`config.mk`:
```
export PLATFORM = sky130hd
export DESIGN_NAME = uftq_frame_mem
export DESIGN_NICKNAME = d
export VERILOG_FILES = /design/src/hw/rtl/uftq_pkg.sv /design/src/hw/rtl/uftq_frame_mem.sv
export SDC_FILE = /design/constraint.sdc
export NUM_CORES = 2
export LEC_CHECK = 0
export ABC_CLOCK_PERIOD_IN_PS = 2200
export BUFFER_PORTS_ARGS = -buffer_cell sky130_fd_sc_hd__buf_2
export CAP_MARGIN = 20
export CELL_PAD_IN_SITES_DETAIL_PLACEMENT = 1
export CELL_PAD_IN_SITES_GLOBAL_PLACEMENT = 2
export CORE_MARGIN = 4
export CORE_UTILIZATION = 35
export CTS_BUF_LIST = sky130_fd_sc_hd__clkbuf_8
export DETAILED_ROUTE_END_ITERATION = 7
export PLACE_DENSITY = 0.65
export REMOVE_ABC_BUFFERS = 1
export SLEW_MARGIN = 20
export SYNTH_ARGS = -nofsm -noshare
export SYNTH_HDL_FRONTEND = slang
export SYNTH_MEMORY_MAX_BITS = 65536
export SYNTH_SLANG_ARGS = --single-unit
```
`constraint.sdc`:
```
create_clock -name clk -period 2.2 [get_ports clk]
set_clock_uncertainty 0.15 [all_clocks]
set_input_delay 0.11 -clock clk [delete_from_list [all_inputs] [get_ports clk]]
set_output_delay 0.11 -clock clk [all_outputs]
set_load 0.02 [all_outputs]
```
`src/hw/rtl/uftq_pkg.sv`:
```
// ----------------------------------------------------------------------------
// uftq_pkg
// Shared types and codes for the frame ring transmit queue.
// ----------------------------------------------------------------------------
package uftq_pkg;

  typedef enum logic [1:0] {
    KIND_PUSH  = 2'd0,
    KIND_START = 2'd1,
    KIND_DONE  = 2'd2
  } kind_t;

  typedef enum logic [1:0] {
    ST_OK       = 2'd0,
    ST_FULL     = 2'd1,
    ST_TOO_LONG = 2'd2,
    ST_IGNORED  = 2'd3
  } status_t;

  // One stored frame byte; last marks the final byte of a frame.
  typedef struct packed {
    logic       last;
    logic [7:0] data;
  } entry_t;

  // Per-request result fields apart from the transmitted byte.
  typedef struct packed {
    status_t status;
    logic    tx_valid;
    logic    busy;
  } result_t;

endpackage

```
`src/hw/rtl/uftq_frame_mem.sv`:
```
// ----------------------------------------------------------------------------
// uftq_frame_mem
// Frame byte store: one write port, one read port with registered data.
// ----------------------------------------------------------------------------
module uftq_frame_mem import uftq_pkg::*; #(
  parameter int DEPTH = 512,
  localparam int ADDR_W = $clog2(DEPTH)
) (
  input  logic              clk,
  input  logic              wr_en,
  input  logic [ADDR_W-1:0] wr_addr,
  input  entry_t            wr_entry,
  input  logic              rd_en,
  input  logic [ADDR_W-1:0] rd_addr,
  output entry_t            rd_entry
);

  entry_t mem_r [DEPTH];
  entry_t rd_entry_r;

  always_ff @(posedge clk) begin
    if (wr_en) begin
      mem_r[wr_addr] <= wr_entry;
    end
  end

  // Hold the last byte read until the next read.
  always_ff @(posedge clk) begin
    if (rd_en) begin
      rd_entry_r <= mem_r[rd_addr];
    end
  end

  assign rd_entry = rd_entry_r;

endmodule

```
# --- Word level (Yosys, flattened, before mapping) ---
# Memories as Yosys holds them, arrays and structs flattened. A register that Yosys moved wholly into a read port is not among the register bits.
# Index checks and enable logic that the tools add are counted.
totals:
  reg_bits: 0
  latchBits: 0
  ram_bits: 4608
  rom_bits: 0
  inputBits: 30
  out_inout_bits: 9
  memories: 1
mem_list:
  columns: ["memory", "depth", "word_bits", "rd", "rd_clocked_by_memory_dff", "wr", "line_no", "source"]
  rows:
  - ["mem_r", 512, 9, 1, 1, 1, "uftq_frame_mem.sv:18", "entry_t mem_r [DEPTH];"]
classes:
  addsub: 0
  mul: 0
  div: 0
  n_lt_le_gt_ge: 0
  n_eq_ne: 0
  shift: 0
  muxes: 2
  bitwise_logic: 0
  reduce_logical: 0
ops:
  columns: ["op", "count"]
  rows:
  - ["$mux 1", 2]

# --- Depth between registers and ports, before layout ---
logic_depth:
  depth_word: 2
  mapped_depth: 13
  mapped_depth_nobuf: 7

# --- Worst setup path before layout ---
# OpenSTA, ideal clock, no wires.
synth_path:
  kind: "input port to flip-flop"
  start: "in rd_addr[0]"
  end: "reg rd_entry[0] (netlist name)"
  setup_time_ns: 0.257
  arrival_time_ns: 2.029
  t_required_ns: 1.793
  path_slack_ns: -0.236
  cell_stages: 9
  path_buffers: 4
  path_cell_list: "buf_6 > buf_12 > buf_12 > buf_4 > mux4_2 > mux4_2 > o21ai_1 > o21ai_1 > and4bb_1"
synth_rtl:
  columns: ["item", "line_no", "source"]
  rows:
  - ["from (decl)", "uftq_frame_mem.sv:14", "input logic [ADDR_W-1:0] rd_addr,"]

==> impl_metrics.env <==
export IMPL_crit_chain="mux2i_1 > o221ai_1 > buf_4 > a21oi_2 > nor4_1 > nand4_1 > buf_4 > nand4_1 > buf_4 > and4bb_1"
export IMPL_clock_sinks=4617
export IMPL_critPathLaunchType="flip-flop"
export IMPL_finalHoldViolCount=0
export IMPL_final_cell_mix="4617 x edfxtp_1, 1477 x buf_4, 860 x mux2i_1"
export IMPL_synth_seq_area_share_pct=77.15
export IMPL_clk_path_buf_depth=4
export IMPL_yosysUniqueCellTypes=50
export IMPL_arrival_ps=3850
export IMPL_syn_area_sq_um=179700
export IMPL_synth_edf_count=4617
export IMPL_status="finished, violations left"
export IMPL_total_power_mw=176.7
export IMPL_vdd_drop_max_mv=0.6415
export IMPL_violations="setup timing"
export IMPL_cp_common_cell="buf_4"
export IMPL_finalSetupViolations=19
export IMPL_worst_pin_slew_ps=1106
export IMPL_cts_tree="built"
export IMPL_final_seq_area_sq_um=138600
export IMPL_clk_latency_ps=1280
export IMPL_h_tree_depth=6
export IMPL_detailroute_via_count=98580
export IMPL_holdWs_ps=38.35
export IMPL_critical_path_required_ps=3060
export IMPL_postSynthCellCount=8888
export IMPL_grt_use_total_pct=20.33
export IMPL_max_freq_mhz=334.2
export IMPL_rsz0062_at_grt="yes"
export IMPL_synth_simple_gate_area_share_pct=2.335
export IMPL_crit_slowest_cell="nand4_1"
export IMPL_drive_gt1_share_pct=32.01
export IMPL_port_buffers=38
export IMPL_crit_path_max_incr_delay_ps=380
export IMPL_initial_core_util_pct=35.21
export IMPL_multi_input_area_sq_um=39090
export IMPL_drt_initial_drc_count=9996
export IMPL_maxSlewViolCount=0
export IMPL_async_flop_share_pct=0
export IMPL_crit_fanout=2
export IMPL_die_h_um=724.6
export IMPL_grt_overflow_total=0
export IMPL_fin_nets=10960
export IMPL_synth_area_per_cell_sq_um=20.22
export IMPL_drtPass1Iterations=6
export IMPL_drt_wl_total_um=548300
export IMPL_vias_per_cell=5.397
export IMPL_power_density_nw_per_um2=813.6
export IMPL_hp_class="in -> reg"
export IMPL_rows=262
export IMPL_antenna_found_initial=39
export IMPL_worstSetupEndpointType="flip-flop"
export IMPL_relSlewSlack_pct=26.00
export IMPL_drc_errors=0
export IMPL_grt_max_degree=129
export IMPL_synthAdderAreaFrac_pct=0
export IMPL_synthFlopType="edfxtp_1"
export IMPL_p_leak_nw=72.68
export IMPL_globalplace_congestion=0.8553
export IMPL_ys_warnings_count=0
export IMPL_ant_nets=0
export IMPL_area_delta_synth_final_pct=20.89
export IMPL_crit_type="reg -> reg"
export IMPL_clk_pin_slew_ps=60
export IMPL_layout_commonest_cell="edfxtp_1"
export IMPL_ys_ff_latch=4617
export IMPL_wl_per_cell_um=30.02
export IMPL_cts_root_buf="clkbuf_8"
export IMPL_synthXorXnorAreaFrac_pct=0
export IMPL_numCtsBuffers=751
export IMPL_fillerInstances=48610
export IMPL_dpl_hpwl_um=357400
export IMPL_cap_violations=0
export IMPL_die_x_um=724.6
export IMPL_core_sq_um=510400
export IMPL_synth_top_family_by_area="multiplexers"
export IMPL_synth_compound_area_share_pct=4.298
export IMPL_grt_pass1_wl_um=780300
export IMPL_setup_ws_ps=-792.4
export IMPL_grt_pass1_vias=104500
export IMPL_finalCritPeriodShare_pct=136.0
export IMPL_synth_area_mux_share_pct=14.36
export IMPL_die_area_sq_um=525000
export IMPL_io_pins=39
export IMPL_period_needed_ps=2992
==> synth_stat cells (3+ instances only) <==
cell type | count | area share, %
a211oi_1 | 15 | 0.063
a21oi_1 | 217 | 0.60
a221o_1 | 8 | 0.045
a22oi_1 | 51 | 0.21
a31oi_1 | 13 | 0.045
and2_1 | 17 | 0.059
and3_1 | 9 | 0.031
and4_1 | 8 | 0.039
and4bb_1 | 8 | 0.056
buf_1 | 63 | 0.13
buf_12 | 6 | 0.067
buf_2 | 84 | 0.23
buf_4 | 85 | 0.36
buf_6 | 61 | 0.38
buf_8 | 20 | 0.17
clkbuf_1 | 243 | 0.51
edfxtp_1 | 4617 | 77
inv_1 | 3 | 0.0063
mux2_2 | 17 | 0.11
mux2i_1 | 879 | 4.9
mux4_2 | 747 | 9.4
nand2_1 | 125 | 0.26
nand2b_1 | 4 | 0.014
nand3_1 | 25 | 0.070
nand4_1 | 66 | 0.23
nor2_1 | 601 | 1.3
nor2b_1 | 7 | 0.024
nor3_1 | 46 | 0.13
nor3b_1 | 5 | 0.021
nor4_1 | 27 | 0.094
o21ai_0 | 128 | 0.36
o21ai_1 | 17 | 0.047
o221ai_1 | 425 | 2.1
o221ai_2 | 6 | 0.050
o22a_1 | 8 | 0.039
o22ai_1 | 192 | 0.67
o31ai_1 | 19 | 0.079
or3_1 | 3 | 0.010
==> layout make-up <==
class | instances | share of cell area (%)
Sequential cell | 4617 | 63.82
Multi-Input combinational cell | 3705 | 17.99
Timing Repair Buffer | 1850 | 8.096
Clock buffer | 762 | 4.828
Tap cell | 6732 | 3.877
Clock inverter | 575 | 1.352
Antenna cell | 20 | 0.02304
Inverter | 4 | 0.01094
==> critical path, delay by kind of cell, from the launching register on <==
| family | cells | cell delay (ps) |
|---|---|---|
| muxes | 1 | 170 |
| DFF | 1 | 370 |
| AOI/OAI and AO/OA | 2 | 500 |
| and+or+nand+nor | 4 | 890 |
| buffers and inverters | 3 | 720 |
==> repair_timing <==
action	CTS	global route
gates resized for setup	189	111
pin swaps	44	28
endpoints found under the setup margin	18	444
hold endpoints to repair	9233	1
hold buffers	54	1
cloned	0	5
setup buffers	1	2
==> cells by family after synthesis <==
logic type / after synthesis
DFF: 4617
buffers and inverters: 566
and+or+nand+nor: 960
muxes: 1643
AOI/OAI and AO/OA: 1102
==> path summary, 6_finish.rpt <==
kind / cells past startpoint / slack [ps] / from / endpoint
worst max register to register: 10 / -790 / mem_r[378][0] / rd_entry[0]
worst min-delay path: 7 / 40 / wr_addr[0] / mem_r[34][2]
worst min register to register: 5 / 1150 / mem_r[7][4] / rd_entry[4]
worst max-delay path: 10 / -790 / mem_r[378][0] / rd_entry[0]
==> state kept, by name, summed over array words and instances, names as in the netlist <==
register / flops
mem_r: 4608
rd_entry: 9
==> report_power, final <==
group	total (mW)	switching, mW	internal [mW]
Combinational	11.3	6.93	4.40
Clock	68.4	34.7	33.7
Sequential	97.0	0.111	96.9
==> routing by layer <==
metal / track usage, % / vias to the layer above / share of wire, % / wire length (um)
li1: - / 41410 / - / -
met1: 27.66 / 52810 / 42 / 228900
met2: 33.53 / 3463 / 48 / 265700
met3: 3.222 / 879 / 6.3 / 34740
met4: 6.521 / 16 / 3.4 / 18760
met5: 0 / - / 0.018 / 97
==> per-stage QoR <==
step                      setup slack (ps)  setup TNS (ps)  area (sq um)  util, %  instances
after floorplan                      -7741          -87320        176400        -       8326
after global placement               -1414          -11590        201800    39.53      16850
after detailed placement             -1437          -11980        201800    39.53      16850
after CTS                           -767.1          -18700        216700    42.46      18240
after global routing                -936.8           -6067        217200    42.55      18250
final                               -792.4           -4691        217200    42.56      18270
No activity file was read; power rests on OpenSTA's default activity.
