## config.mk

```make
export PLATFORM = sky130hd
export DESIGN_NAME = uftq_ctrl
export DESIGN_NICKNAME = d
export VERILOG_FILES = /design/src/hw/rtl/uftq_pkg.sv /design/src/hw/rtl/uftq_ctrl.sv
export SDC_FILE = /design/constraint.sdc
export NUM_CORES = 1
export LEC_CHECK = 0
export ABC_AREA = 1
export BUFFER_PORTS_ARGS = -buffer_cell sky130_fd_sc_hd__buf_2
export CAP_MARGIN = 10
export CORE_MARGIN = 3
export CORE_UTILIZATION = 53
export DETAILED_ROUTE_END_ITERATION = 10
export HOLD_SLACK_MARGIN = 0.08
export PLACE_DENSITY = 0.8
export SYNTH_ARGS = -nofsm -noshare
export SYNTH_HDL_FRONTEND = slang
export SYNTH_SLANG_ARGS = --single-unit
```

## constraint.sdc

```tcl
create_clock -name clk -period 2.4 [get_ports clk]
set_input_delay 0.24 -clock clk [delete_from_list [all_inputs] [get_ports clk]]
set_output_delay 0.24 -clock clk [all_outputs]
set_load 0.05 [all_outputs]
```

## src/hw/rtl/uftq_pkg.sv

```systemverilog
// ----------------------------------------------------------------------------
// uftq_pkg
// Shared types and codes for the frame ring transmit queue.
// ----------------------------------------------------------------------------
package uftq_pkg;

  typedef enum logic [1:0] {
    KIND_PUSH  = 2'd0,
    KIND_START = 2'd1,
    KIND_DONE  = 2'd2
  } kind_t;

  typedef enum logic [1:0] {
    ST_OK       = 2'd0,
    ST_FULL     = 2'd1,
    ST_TOO_LONG = 2'd2,
    ST_IGNORED  = 2'd3
  } status_t;

  // One stored frame byte; last marks the final byte of a frame.
  typedef struct packed {
    logic       last;
    logic [7:0] data;
  } entry_t;

  // Per-request result fields apart from the transmitted byte.
  typedef struct packed {
    status_t status;
    logic    tx_valid;
    logic    busy;
  } result_t;

endpackage

```

## src/hw/rtl/uftq_ctrl.sv

```systemverilog
// ----------------------------------------------------------------------------
// uftq_ctrl
// Ring pointers, fill and send counters, busy flag; decides each request.
// ----------------------------------------------------------------------------
module uftq_ctrl import uftq_pkg::*; #(
  parameter int QUEUE_SLOTS     = 8,
  parameter int FRAME_MAX_BYTES = 64,
  localparam int SLOT_W = $clog2(QUEUE_SLOTS),
  localparam int CNT_W  = $clog2(FRAME_MAX_BYTES + 1),
  localparam int ADDR_W = $clog2(QUEUE_SLOTS * FRAME_MAX_BYTES)
) (
  input  logic              clk,
  input  logic              rst_n,
  input  logic              en,
  input  kind_t             kind,
  input  logic [7:0]        byte_data,
  input  logic              last_byte,
  input  logic              last_sent,
  output result_t           res,
  output logic              wr_en,
  output logic [ADDR_W-1:0] wr_addr,
  output entry_t            wr_entry,
  output logic              rd_en,
  output logic [ADDR_W-1:0] rd_addr
);

  localparam logic [SLOT_W-1:0] LAST_SLOT = SLOT_W'(QUEUE_SLOTS - 1);
  localparam logic [CNT_W-1:0]  FMAX_C    = CNT_W'(FRAME_MAX_BYTES);
  localparam logic [ADDR_W-1:0] FMAX_A    = ADDR_W'(FRAME_MAX_BYTES);

  logic [SLOT_W-1:0] head_r, head_nxt;
  logic [SLOT_W-1:0] tail_r, tail_nxt;
  logic [CNT_W-1:0]  pos_r, pos_nxt;
  logic [CNT_W-1:0]  fill_r, fill_nxt;
  logic              busy_r, busy_nxt;
  logic              drop_r, drop_nxt;
  logic [SLOT_W-1:0] rd_slot;
  logic [CNT_W-1:0]  rd_pos;
  logic              wr_req;
  logic              rd_req;
  logic [SLOT_W-1:0] head_inc;
  logic [SLOT_W-1:0] tail_inc;

  function automatic logic [SLOT_W-1:0] slot_inc(input logic [SLOT_W-1:0] s);
    return (s == LAST_SLOT) ? '0 : SLOT_W'(s + 1'b1);
  endfunction

  function automatic logic [ADDR_W-1:0] slot_addr(input logic [SLOT_W-1:0] s,
                                                   input logic [CNT_W-1:0]  p);
    return ADDR_W'(ADDR_W'(s) * FMAX_A) + ADDR_W'(p);
  endfunction

  assign head_inc = slot_inc(head_r);
  assign tail_inc = slot_inc(tail_r);

  always_comb begin
    head_nxt     = head_r;
    tail_nxt     = tail_r;
    pos_nxt      = pos_r;
    fill_nxt     = fill_r;
    busy_nxt     = busy_r;
    drop_nxt     = drop_r;
    wr_req       = 1'b0;
    rd_req       = 1'b0;
    rd_slot      = head_r;
    rd_pos       = pos_r;
    res.status   = ST_IGNORED;
    res.tx_valid = 1'b0;
    case (kind)
      KIND_PUSH: begin
        if (drop_r || fill_r == FMAX_C) begin
          // overlong frame: discard bytes until its last one
          drop_nxt   = 1'b1;
          res.status = ST_TOO_LONG;
          if (last_byte) begin
            drop_nxt = 1'b0;
            fill_nxt = '0;
          end
        end else begin
          wr_req     = 1'b1;
          fill_nxt   = CNT_W'(fill_r + 1'b1);
          res.status = ST_OK;
          if (last_byte) begin
            if (tail_inc == head_r) begin
              res.status = ST_FULL;
            end else begin
              tail_nxt = tail_inc;
            end
            fill_nxt = '0;
          end
        end
      end
      KIND_START: begin
        if (head_r != tail_r && !busy_r) begin
          rd_req       = 1'b1;
          pos_nxt      = CNT_W'(pos_r + 1'b1);
          busy_nxt     = 1'b1;
          res.tx_valid = 1'b1;
          res.status   = ST_OK;
        end
      end
      KIND_DONE: begin
        if (busy_r) begin
          res.status = ST_OK;
          if (!last_sent) begin
            rd_req       = 1'b1;
            pos_nxt      = CNT_W'(pos_r + 1'b1);
            res.tx_valid = 1'b1;
          end else begin
            // retire head frame, start the next one if any
            head_nxt = head_inc;
            pos_nxt  = '0;
            if (head_inc != tail_r) begin
              rd_req       = 1'b1;
              rd_slot      = head_inc;
              rd_pos       = '0;
              pos_nxt      = CNT_W'(1);
              res.tx_valid = 1'b1;
            end else begin
              busy_nxt = 1'b0;
            end
          end
        end
      end
      default: begin
      end
    endcase
    res.busy = busy_nxt;
  end

  assign wr_en    = en && wr_req;
  assign wr_addr  = slot_addr(tail_r, fill_r);
  assign wr_entry = '{last: last_byte, data: byte_data};
  assign rd_en    = en && rd_req;
  assign rd_addr  = slot_addr(rd_slot, rd_pos);

  always_ff @(posedge clk) begin
    if (!rst_n) begin
      head_r <= '0;
      tail_r <= '0;
      pos_r  <= '0;
      fill_r <= '0;
      busy_r <= 1'b0;
      drop_r <= 1'b0;
    end else if (en) begin
      head_r <= head_nxt;
      tail_r <= tail_nxt;
      pos_r  <= pos_nxt;
      fill_r <= fill_nxt;
      busy_r <= busy_nxt;
      drop_r <= drop_nxt;
    end
  end

endmodule

```

Yosys cells after proc, flatten, opt, wreduce, memory -nomap -nowiden. Cells that the tools add are included.

Bits in registers: 22. Bits of input ports: 15. Output and inout port bits: 33. Logic and storage cells: 72.

Add/subtract/negate cells: 6. Equality and inequality tests: 11. Muxes and demuxes: 35. Bitwise logic cells: 2. Reduce and logical (&&, ||, !) cells: 12.

Operator list (count): 2-to-1 mux 7 bit (10); 2-to-1 mux 3 bit (8); adder 9 x 7 -> 9 bit (2); adder 7 x 1 -> 7 bit, second input constant (2); one-hot mux 7 bit (2 select lines) (1); 2-to-1 mux 1 bit (11); AND reduction 4 bit (2); equality test 7 bit, second input constant (1); adder 3 x 1 -> 3 bit, second input constant (2); equality test 3 bit, second input constant (2); inequality test 2 bit, second input constant (3); inequality test 3 bit (2); one-hot mux 1 bit (2 select lines) (3); one-hot mux 2 bit (3 select lines) (1); AND reduction 3 bit (2); AND reduction 5 bit (1); equality test 3 bit (1); logical AND 1 bit (3); equality test 2 x 1 -> 1 bit, second input constant (1); equality test 2 bit, second input constant (1); logical NOT 2 bit (1); 2-to-1 mux 2 bit (1); inverter 1 bit (2); nonzero test 2 bit (1); other kinds (2) (2).

Longest topological paths before layout. Gate-level depths: netlist of run 1.

Word-level depth: 8. Depth in mapped cells: 13. Gate-level depth less buffers: 13.

Worst setup path after synthesis of run 1. OpenSTA, ideal clock, no wires.

Path kind: register to output. Start point: reg head_r[0]. End point: out rd_addr[8]. Arrival: 2.581 ns. Path slack: -0.421 ns. Cell stages (with the launch flop): 13. Buffers on the path: 0. Cells stage by stage: dfxtp_1 -> ha_1 -> ha_1 -> inv_1 -> nand2_1 -> nand2_1 -> nor2_1 -> nand2_2 -> nand2_4 -> o21ai_0 -> ha_1 -> ha_1 -> xnor2_1.

Word-level cells in the longest chain between the ends: 8. Elaborated cells between the ends (all ways): 13.

RTL lines: start: declaration (RTL line uftq_ctrl.sv:31) `logic [SLOT_W-1:0] head_r, head_nxt;`; start signal: assignment (RTL line uftq_ctrl.sv:146) `head_r <= head_nxt;`; adder 3 x 1 -> 3 bit / equality test 3 bit (equally long branches) (RTL line uftq_ctrl.sv:45) `return (s == LAST_SLOT) ? '0 : SLOT_W'(s + 1'b1);`; 2-to-1 mux 3 bit * (RTL line uftq_ctrl.sv:45); net head_inc[2] (RTL line uftq_ctrl.sv:41) `logic [SLOT_W-1:0] head_inc;`; inequality test 3 bit (RTL line uftq_ctrl.sv:113) `if (head_inc != tail_r) begin`; 2-to-1 mux 3 bit / 2-to-1 mux 7 bit (equally long branches) (RTL line uftq_ctrl.sv:113); 2-to-1 mux 3 bit / 2-to-1 mux 7 bit (equally long branches) (RTL line uftq_ctrl.sv:105) `if (!last_sent) begin`; 2-to-1 mux 3 bit / 2-to-1 mux 7 bit (equally long branches) (RTL line uftq_ctrl.sv:103) `if (busy_r) begin`; 2-to-1 mux 3 bit / 2-to-1 mux 7 bit (equally long branches) (RTL line uftq_ctrl.sv:69) `case (kind)`; adder 9 x 7 -> 9 bit * (RTL line uftq_ctrl.sv:50) `return ADDR_W'(ADDR_W'(s) * FMAX_A) + ADDR_W'(p);`; end: declaration (RTL line uftq_ctrl.sv:24) `output logic [ADDR_W-1:0] rd_addr`.

Mark *: on every way through the listed nets, which the timed path passes. The rest lies on a longest branch.

Worst setup path after layout of run 1.
Start point: reg head_r[1]. End point: out rd_addr[8].

The elaborated chain is that of the path after synthesis.

==> results of run 1 <==
sequential cells by signal (all words and copies together) (netlist names):
register	flops
fill_r	7
head_r	3
drop_r	1
pos_r	7
busy_r	1
tail_r	3
through the flow:
| step | hold WS, ps | TNS [ps] |
|---|---|---|
| 4_1_cts | 220 | -226 |
| 6_report | 231 | -116 |
| 3_5_place_dp | 455 | -56.7 |
| 2_1_floorplan | 435 | -13.9 |
| 5_1_grt | 244 | -458 |
| 3_3_place_gp | 450 | 0 |
timing repair:
item                                    CTS  global route
buffers inserted                          1             0
resized for setup                        17            22
endpoints found under the setup margin   12            12
pin swaps                                 6             3
metal layers:
metal  vias up  wire length (um)  share of wire, %  GRT usage (%)
li1        907                 -                 -              -
met1       763              1830                46           25.7
met2        44              1870                47           32.6
met3         4               217               5.5           4.39
met4         0                28              0.71           4.75
met5         -                 0                 0              0
final cells by class:
class / count / area [sq um] / area share (%)
inverters: 45 / 171 / 8.00
clock inverters: 1 / 30.0 / 1.40
repair buffers: 40 / 273 / 12.7
clock buffers: 3 / 22.5 / 1.05
flip-flops and latches: 22 / 443 / 20.7
well taps: 44 / 55.1 / 2.57
multi-input cells: 189 / 1150 / 53.6
how the worst min path moves through the flow:
stage           start         to  slack (ps)  cells after the start
2_1_floorplan  drop_r     drop_r         440                      2
3_3_place_gp   drop_r     drop_r         450                      2
3_5_place_dp   drop_r     drop_r         460                      2
4_1_cts         rst_n  tail_r[0]         220                      3
5_1_grt         rst_n  tail_r[0]         240                      3
6_report        rst_n  tail_r[0]         230                      3
power breakdown:
| part | leakage (nW) | switching [mW] | internal [mW] |
|---|---|---|---|
| clock network | 0.0279 | 0.129 | 0.169 |
| logic | 0.855 | 0.144 | 0.0602 |
| registers | 0.179 | 0.00810 | 0.373 |
| total | 1.06 | 0.281 | 0.602 |
cells by family after synthesis:
kind of cell    count (synthesis)  synth area share [%]
fa+ha+maj                      15                  10.5
buf+inv                        63                  16.7
flops                          22                  24.6
compound gates                 40                  12.4
xor+xnor                        8                  3.91
simple gates                  126                  32.0
cells in the final DEF, fill, tap and decap left out, drive strengths merged:
cell type,n
nor3,1
inv,44
bufinv,1
nand3,15
a211oi,3
clkbuf,5
nand4,8
clkinv,1
o21ai,15
xor2,6
ha,15
nand2,72
a21oi,21
o21bai,1
xnor2,2
dfxtp,22
nor2,30
buf,38
tightest hold or removal path: stages:
cell and delay [ps]:
buf_2 170, nand2_1 90, nor2_1 30
==> results.json, run 1 <==
{
  "worstPathArrival_ps": 2260,
  "ys_ff_latch": 22,
  "htree_levels": 1,
  "hold_buffers": 0,
  "worst_path_max_delay_cell": "dfxtp_2",
  "drt_iter0_drc": 97,
  "drive_gt1_share_pct": 26.0,
  "dr.pass1.iters": 4,
  "crit_start": "head_r[1]",
  "ys_warn_count": 0,
  "worst-r2r-setup-slack_ps": 700,
  "final_nets": 331,
  "cp-start-kind": "register",
  "synthFlopType": "dfxtp_1",
  "avgSynthCellArea_sq_um": 6.54,
  "final_util_pct": 68.5,
  "initial_core_util_pct": 57.3,
  "crit_buf_inv": 2,
  "irDropWorstVdd_mv": 0.257,
  "vias_per_cell": 4.99,
  "post-route-period-util_pct": 104,
  "cp.depth": 14,
  "syn_area_sq_mm": 0.00179,
  "drc": 0,
  "wl_per_cell_um": 11.5,
  "die_w_um": 64.1,
  "async_flop_share_pct": 0,
  "synthTopCellsByCount": "64 x nand2_1, 40 x inv_1, 27 x nor2_1",
  "grt-ovfl-total": 0,
  "final_area_sq_mm": 0.00214,
  "r2r_end": "tail_r[2]",
  "setup.worst_path.end": "rd_addr[8]",
  "syn_to_final_growth_pct": 19.6,
  "p_leak_nw": 1.06,
  "clkSinkCount": 22,
  "core_area_sq_mm": 0.00313,
  "finalWorstSetupSlack_ps": -98.7,
  "numCtsBuffers": 3,
  "violations": "negative setup slack",
  "synth_area_leaders": "dfxtp_1 25%, nand2_1 13%, ha_1 10%",
  "synth.most_common_cell": "nand2_1",
  "maxSlewViolCount": 0,
  "finClkSkew_ps": 8.21,
  "synth_edf_count": 0,
  "clk_pin_slew_worst_paths_ps": 140,
  "max_stage_delay_ps": 360,
  "power_uw": 883,
  "drv_cap": 0,
  "tightestPinTransition_ps": 294,
  "post_dp_cell_area_sq_mm": 0.00195,
  "chipHeight_um": 64.1,
  "die_area_sq_mm": 0.00411,
  "ys_types": 26,
  "worst-path-max-fanout": 5,
  "fin_crit_ps": 2500,
  "antenna_found_initial": 0,
  "root_buffer": "clkbuf_4",
  "dp_cells": 339,
  "grt_max_degree": 14,
  "antennaDiodeCount": 0,
  "end_kind": "output port",
  "critPathKind": "register to output port",
  "clk_latency_ps": 320,
  "nFillCells": 275,
  "fmax_mhz": 400,
  "powerDensity_mw_per_mm2": 412,
  "wirelength_um": 3950,
  "status": "finished with violations",
  "fp-row-count": 20,
  "hpwl_um": 2980,
  "clockBufferDepth": 2,
  "hp-class": "input pin to register",
  "syn-num-nets": 304,
  "grt_pass1_wl_um": 6570,
  "vias": 1718,
  "worstPathCellList": "ha_4, ha_4, inv_2, nand2_1, nand2_1, nor2_2, nand2_2, nand2_4, nand2_2, o21ai_2, ha_4, ha_4, xnor2_4, buf_6",
  "required_ps": 2160,
  "synthCells": 274,
  "timing.rr.start": "tail_r[0]",
  "worst_path_most_repeated_cell": "ha_4",
  "rsz0062_at_grt": "true",
  "crit_family": "adder cells",
  "gp_congestion": 0.851,
  "hold_viol_final": 0,
  "post-place-ws_ps": -56.7,
  "port_buffers": 31,
  "yosysTopAreaCell": "dfxtp_1",
  "cts_tree": "built",
  "ant_nets": 0,
  "setup_viol": 2,
  "grt_pass1_vias": 1561,
  "slew_headroom_pct": 80.3,
  "grt_util_all_layers_pct": 19.6,
  "boundaryPins": 48,
  "synth_seq_area_share_pct": 24.6,
  "ff2ff_path_depth": 8,
  "finalNonFillerCells": 344,
  "yosysTopAreaCellShare_pct": 24.6
}
Note: power is estimated with default switching activity, not from simulation.
==> run 2: changes to the inputs <==
GPL_TIMING_DRIVEN = 1   (was unset)
SETUP_SLACK_MARGIN = 0.5   (was unset)
==> run 2 against run 1 <==
The run still ends with negative setup slack left; power shrank 2.2%; combinational power grew 11%; first-iteration DRC count shrank 19%; wire length grew 3.7%; utilization grew 4.2 points; clock power shrank 13%; non-clock buffer count grew 3; die area is the same.
==> results.json, run 2 (synthesized netlist as in run 1, its figures left out) <==
{
  "boundaryPins": 48,
  "post_dp_cell_area_sq_mm": 0.00198,
  "post-place-ws_ps": 85.2,
  "powerDensity_mw_per_mm2": 380,
  "power_uw": 864,
  "wl_met1_um": 1800,
  "root_buffer": "clkbuf_4",
  "required_ps": 2160,
  "rsz0062_at_grt": "true",
  "fmax_mhz": 395,
  "grt_pass1_wl_um": 6950,
  "gp_congestion": 0.865,
  "hpwl_um": 2950,
  "numCtsBuffers": 3,
  "drv_cap": 0,
  "grt_max_degree": 14,
  "finClkSkew_ps": 8.59,
  "vias": 1764,
  "grt_pass1_vias": 1622,
  "final_cell_mix": "63 x nand2_1, 38 x inv_1, 21 x a21oi_1, 16 x dfxtp_1, 16 x buf_2",
  "clockBufferDepth": 2,
  "grt-ovfl-total": 0,
  "clk_latency_ps": 330,
  "dp_cells": 333,
  "final_common_cell": "nand2_1",
  "finalWorstSetupSlack_ps": -130,
  "htree_levels": 1,
  "max_stage_delay_ps": 380,
  "worstPathCellList": "ha_4, ha_4, nand2_1, nand2_1, nor2_2, nand2_2, nand2_4, buf_4, buf_4, o21ai_2, xnor2_4, buf_6",
  "drive_gt1_share_pct": 32.0,
  "reg_top3": "fill_r: 7 flops, pos_r: 7 flops",
  "wirelength_um": 4090,
  "worst_path_max_delay_cell": "dfxtp_4",
  "wl_per_cell_um": 11.8,
  "chipHeight_um": 64.1,
  "setup_viol": 2,
  "core_area_sq_mm": 0.00313,
  "cts_tree": "built",
  "hp-class": "input pin to register",
  "final_area_sq_mm": 0.00227,
  "cp-start-kind": "register",
  "finalNonFillerCells": 347,
  "die_w_um": 64.1,
  "worst-path-max-fanout": 6,
  "status": "finished with violations",
  "syn_to_final_growth_pct": 26.9,
  "fin_crit_ps": 2530,
  "wl_met2_um": 1930,
  "clkSinkCount": 22,
  "antenna_found_initial": 0,
  "fp-row-count": 20,
  "drc": 0,
  "p_leak_nw": 1.08,
  "die_area_sq_mm": 0.00411,
  "antennaDiodeCount": 0,
  "irDropWorstVdd_mv": 0.287,
  "final_util_pct": 72.7,
  "maxSlewViolCount": 0,
  "end_kind": "output port",
  "final_nets": 334,
  "grt_util_all_layers_pct": 21.0,
  "post-route-period-util_pct": 105,
  "top_layer_used": "met4",
  "wl_met3_um": 258,
  "ant_nets": 0,
  "nFillCells": 259,
  "worstPathArrival_ps": 2290,
  "slew_headroom_pct": 77.3,
  "dr.pass1.iters": 4,
  "critPathKind": "register to output port",
  "violations": "negative setup slack",
  "drt_iter0_drc": 79,
  "vias_per_cell": 5.08,
  "clk_pin_slew_worst_paths_ps": 140,
  "initial_core_util_pct": 57.3,
  "tightestPinTransition_ps": 337,
  "hold_viol_final": 0,
  "port_buffers": 31
}
-- run 2: final timing paths --
check / startpoint / end / slack [ps] / cells after the start
worst max-delay path: head_r[1] / rd_addr[8] / -130 / 12
worst min-delay path: rst_n / fill_r[0] / 210 / 3
worst max register to register: tail_r[0] / tail_r[2] / 410 / 11
worst min register to register: fill_r[0] / fill_r[0] / 460 / 1
-- run 2: critical path: cells and delay by family, from the launching register on --
kind                     cells  cell delay, ps
AND/OR/NAND/NOR              5             330
buffers and inverters        3             450
flip-flops                   1             380
AO/OA/AOI/OAI                1             220
adder cells (fa/ha/maj)      2             430
XOR/XNOR                     1             140
-- run 2: where the power goes --
part	internal, mW	leakage [nW]	switching, mW	total, mW
sequential	0.370	0.182	0.00877	0.379
clock	0.128	0.0261	0.130	0.258
combinational	0.0757	0.871	0.151	0.227
-- run 2: layout make-up --
type	instances	area (sq um)	area share (%)
Clock buffer	4	47.5	2.09
Inverter	45	169	7.43
Multi-Input combinational cell	189	1200	52.6
Sequential cell	22	455	20.0
Tap cell	44	55.1	2.42
Timing Repair Buffer	43	350	15.4
-- run 2: stage by stage --
stage	hold WS, ps	TNS, ps
after floorplan	435	0
after CTS	215	-175
after global placement	458	0
final	211	-177
after detailed placement	466	0
after global routing	206	-685
-- run 2: repair_timing --
action                     4_1_cts  5_1_grt
resized for setup               47       11
setup endpoints to repair       15       18
setup buffers                    9        1
hold buffers                     0        0
cloned                           0        0
pin swaps                        8        4
-- run 2: per-layer routing --
metal / up-vias / global-route usage [%]
met5: - / 0
met4: 0 / 7.39
met3: 11 / 4.57
met2: 57 / 35.1
met1: 785 / 26.5
li1: 911 / -
==> run 3: changes to the inputs <==
ABC_AREA = unset   (was 1)
CORE_UTILIZATION = 52   (was 53)
==> run 3 against run 2 <==
The flow still finishes with violations (negative setup slack); sequential share of layout area is 1.4 points lower; cell count shrank 16%; final area up 9.6%; non-clock buffer count up 18; synthesized area down 5.2%; via count is 4.5% lower; critical path type unchanged.
==> results.json, run 3 <==
{
  "status": "finished with violations",
  "violations": "negative setup slack",
  "root_buffer": "clkbuf_4",
  "grt_pass1_wl_um": 7190,
  "fp-row-count": 20,
  "final_util_pct": 80.9,
  "clk_latency_ps": 320,
  "die_area_sq_mm": 0.00399,
  "yosysTopAreaCell": "dfxtp_1",
  "clockBufferDepth": 2,
  "pwr-share-comb_pct": 19.6,
  "async_flop_share_pct": 0,
  "critPathKind": "register to output port",
  "drive_gt1_share_pct": 45.9,
  "synthTopCellsByCount": "22 x dfxtp_1, 17 x buf_4, 17 x nor2_1",
  "die_w_um": 63.1,
  "gp_congestion": 0.820,
  "seqPwrFrac_pct": 44.5,
  "grt_max_degree": 19,
  "synth_seq_area_share_pct": 25.9,
  "grt-ovfl-total": 0,
  "setup_viol": 11,
  "post_dp_cell_area_sq_mm": 0.00199,
  "post-route-period-util_pct": 121,
  "irDropWorstVdd_mv": 0.253,
  "end_kind": "output port",
  "ant_nets": 0,
  "fmax_mhz": 345,
  "syn-num-nets": 235,
  "final_cell_mix": "21 x buf_6, 19 x buf_4, 16 x buf_2, 15 x nor2_1, 14 x dfxtp_1",
  "p_clk_share_pct": 35.8,
  "dp_cells": 272,
  "grt_pass1_vias": 1534,
  "cp-start-kind": "register",
  "synthFlopType": "dfxtp_1",
  "drv_cap": 0,
  "antennaDiodeCount": 0,
  "required_ps": 2160,
  "rsz0062_at_grt": "true",
  "vias": 1684,
  "synth_area_leaders": "dfxtp_1 26%, ha_1 11%, buf_4 7.5%",
  "core_area_sq_mm": 0.00308,
  "vias_per_cell": 5.81,
  "hp-class": "input pin to register",
  "power_uw": 825,
  "syn_area_sq_mm": 0.00170,
  "synthCells": 205,
  "chipHeight_um": 63.1,
  "port_buffers": 31,
  "fin_crit_ps": 2890,
  "numCtsBuffers": 3,
  "switchingPower_uw": 230,
  "boundaryPins": 48,
  "wl_met2_um": 2690,
  "worstPathArrival_ps": 2650,
  "netSwitchingFraction_pct": 27.8,
  "grt_util_all_layers_pct": 22.1,
  "synth.most_common_cell": "dfxtp_1",
  "finClkSkew_ps": 10.5,
  "synth_edf_count": 0,
  "initial_core_util_pct": 55.2,
  "hold_viol_final": 0,
  "final_area_sq_mm": 0.00249,
  "finalWorstSetupSlack_ps": -495,
  "tightestPinTransition_ps": 523,
  "clk_pin_slew_worst_paths_ps": 140,
  "yosysTopAreaCellShare_pct": 25.9,
  "post-place-ws_ps": -294,
  "p_int_uw": 596,
  "hpwl_um": 2710,
  "reg_top3": "fill_r: 7 flops, pos_r: 7 flops",
  "clkSinkCount": 22,
  "finalNonFillerCells": 290,
  "ys_types": 43,
  "maxSlewViolCount": 0,
  "final_common_cell": "buf_6",
  "fin_tns_setup_ps": -2580,
  "drc": 0,
  "dr.pass1.iters": 4,
  "powerDensity_mw_per_mm2": 331,
  "drt_iter0_drc": 155,
  "htree_levels": 1,
  "slew_headroom_pct": 64.9,
  "wl_met1_um": 2050,
  "ys_warn_count": 0,
  "top_layer_used": "met4",
  "avgSynthCellArea_sq_um": 8.28,
  "wl_met3_um": 274,
  "worst-path-max-fanout": 4,
  "whs_ps": 219,
  "ys_ff_latch": 22,
  "cts_tree": "built",
  "syn_to_final_growth_pct": 46.7,
  "p_leak_nw": 1.07,
  "final_nets": 277,
  "wl_per_cell_um": 18.0,
  "nFillCells": 210,
  "antenna_found_initial": 0,
  "wirelength_um": 5210
}
==> run 3: cell types whose count changed in the layout (fill, tap and decap cells not counted), moves of 5 or more <==
cell     before  now
a21oi_1      21    2
nand2_1      63   13
nor2b_4       0    5
nor2b_1       0    6
buf_6        10   21
nor2_2       10    2
inv_2         6    0
inv_1        38   10
buf_4        13   19
nand2_2       7    0
nor2_4        5    0
==> run 3: final cells by class <==
cell class                 instances  area (sq um)  share of cell area [%]
timing repair buffer              61           539                    21.6
tap                               44          55.1                    2.21
inverter                          10          37.5                    1.51
multi-input combinational        149          1340                    53.9
sequential                        22           463                    18.6
clock buffer                       3          22.5                   0.904
clock inverter                     1          30.0                    1.21
==> run 3: repair_timing <==
action                                  4_1_cts  5_1_grt
setup buffers                                 6        8
endpoints found under the setup margin       20       23
pin swaps                                     9        8
gates cloned                                  0        0
hold buffers                                  0        0
gates resized for setup                      45       41
==> run 3: path summary, 6_finish.rpt <==
kind	from	end	slack, ps	cells past startpoint
worst min register to register	pos_r[5]	pos_r[5]	530	2
worst min-delay path	last_byte	fill_r[1]	220	2
worst max register to register	head_r[0]	busy_r	240	13
worst max-delay path	head_r[0]	rd_addr[8]	-490	10
==> run 3: critical path, stage by stage, from the launching register on <==
cell     delay, ps
dfxtp_2        370
ha_4           170
ha_4           160
or3_4          320
nand4_1        110
nor2b_4        230
mux2_4         350
ha_4           170
ha_4           170
xnor2_4        120
buf_6          170
==> run 3: cell families (layout without fill, tap and decap cells) <==
group                      Yosys count  in the layout  share of synthesized area (%)
DFF                                 22             22                           25.9
adders and majority gates           15             15                           11.1
xor gates and xnor gates            16             16                           8.70
buffers and inverters               34             75                           12.3
and+or+nand+nor                     75             75                           23.4
AOI/OAI and AO/OA                   37             37                           14.9
muxes                                6              6                           3.68
==> run 3: routing by layer <==
layer / track usage (%) / up-vias
li1: - / 789
met1: 29.3 / 799
met2: 36.9 / 77
met3: 2.85 / 19
met4: 6.89 / 0
met5: 0 / -
==> run 3: power by group through the flow <==
stage	combinational [mW]	clock, mW	sequential (mW)
2_1_floorplan	0.130	0	0.378
3_3_place_gp	0.119	0	0.379
3_5_place_dp	0.120	0	0.379
4_1_cts	0.136	0.293	0.370
5_1_grt	0.172	0.307	0.368
6_report	0.162	0.296	0.368
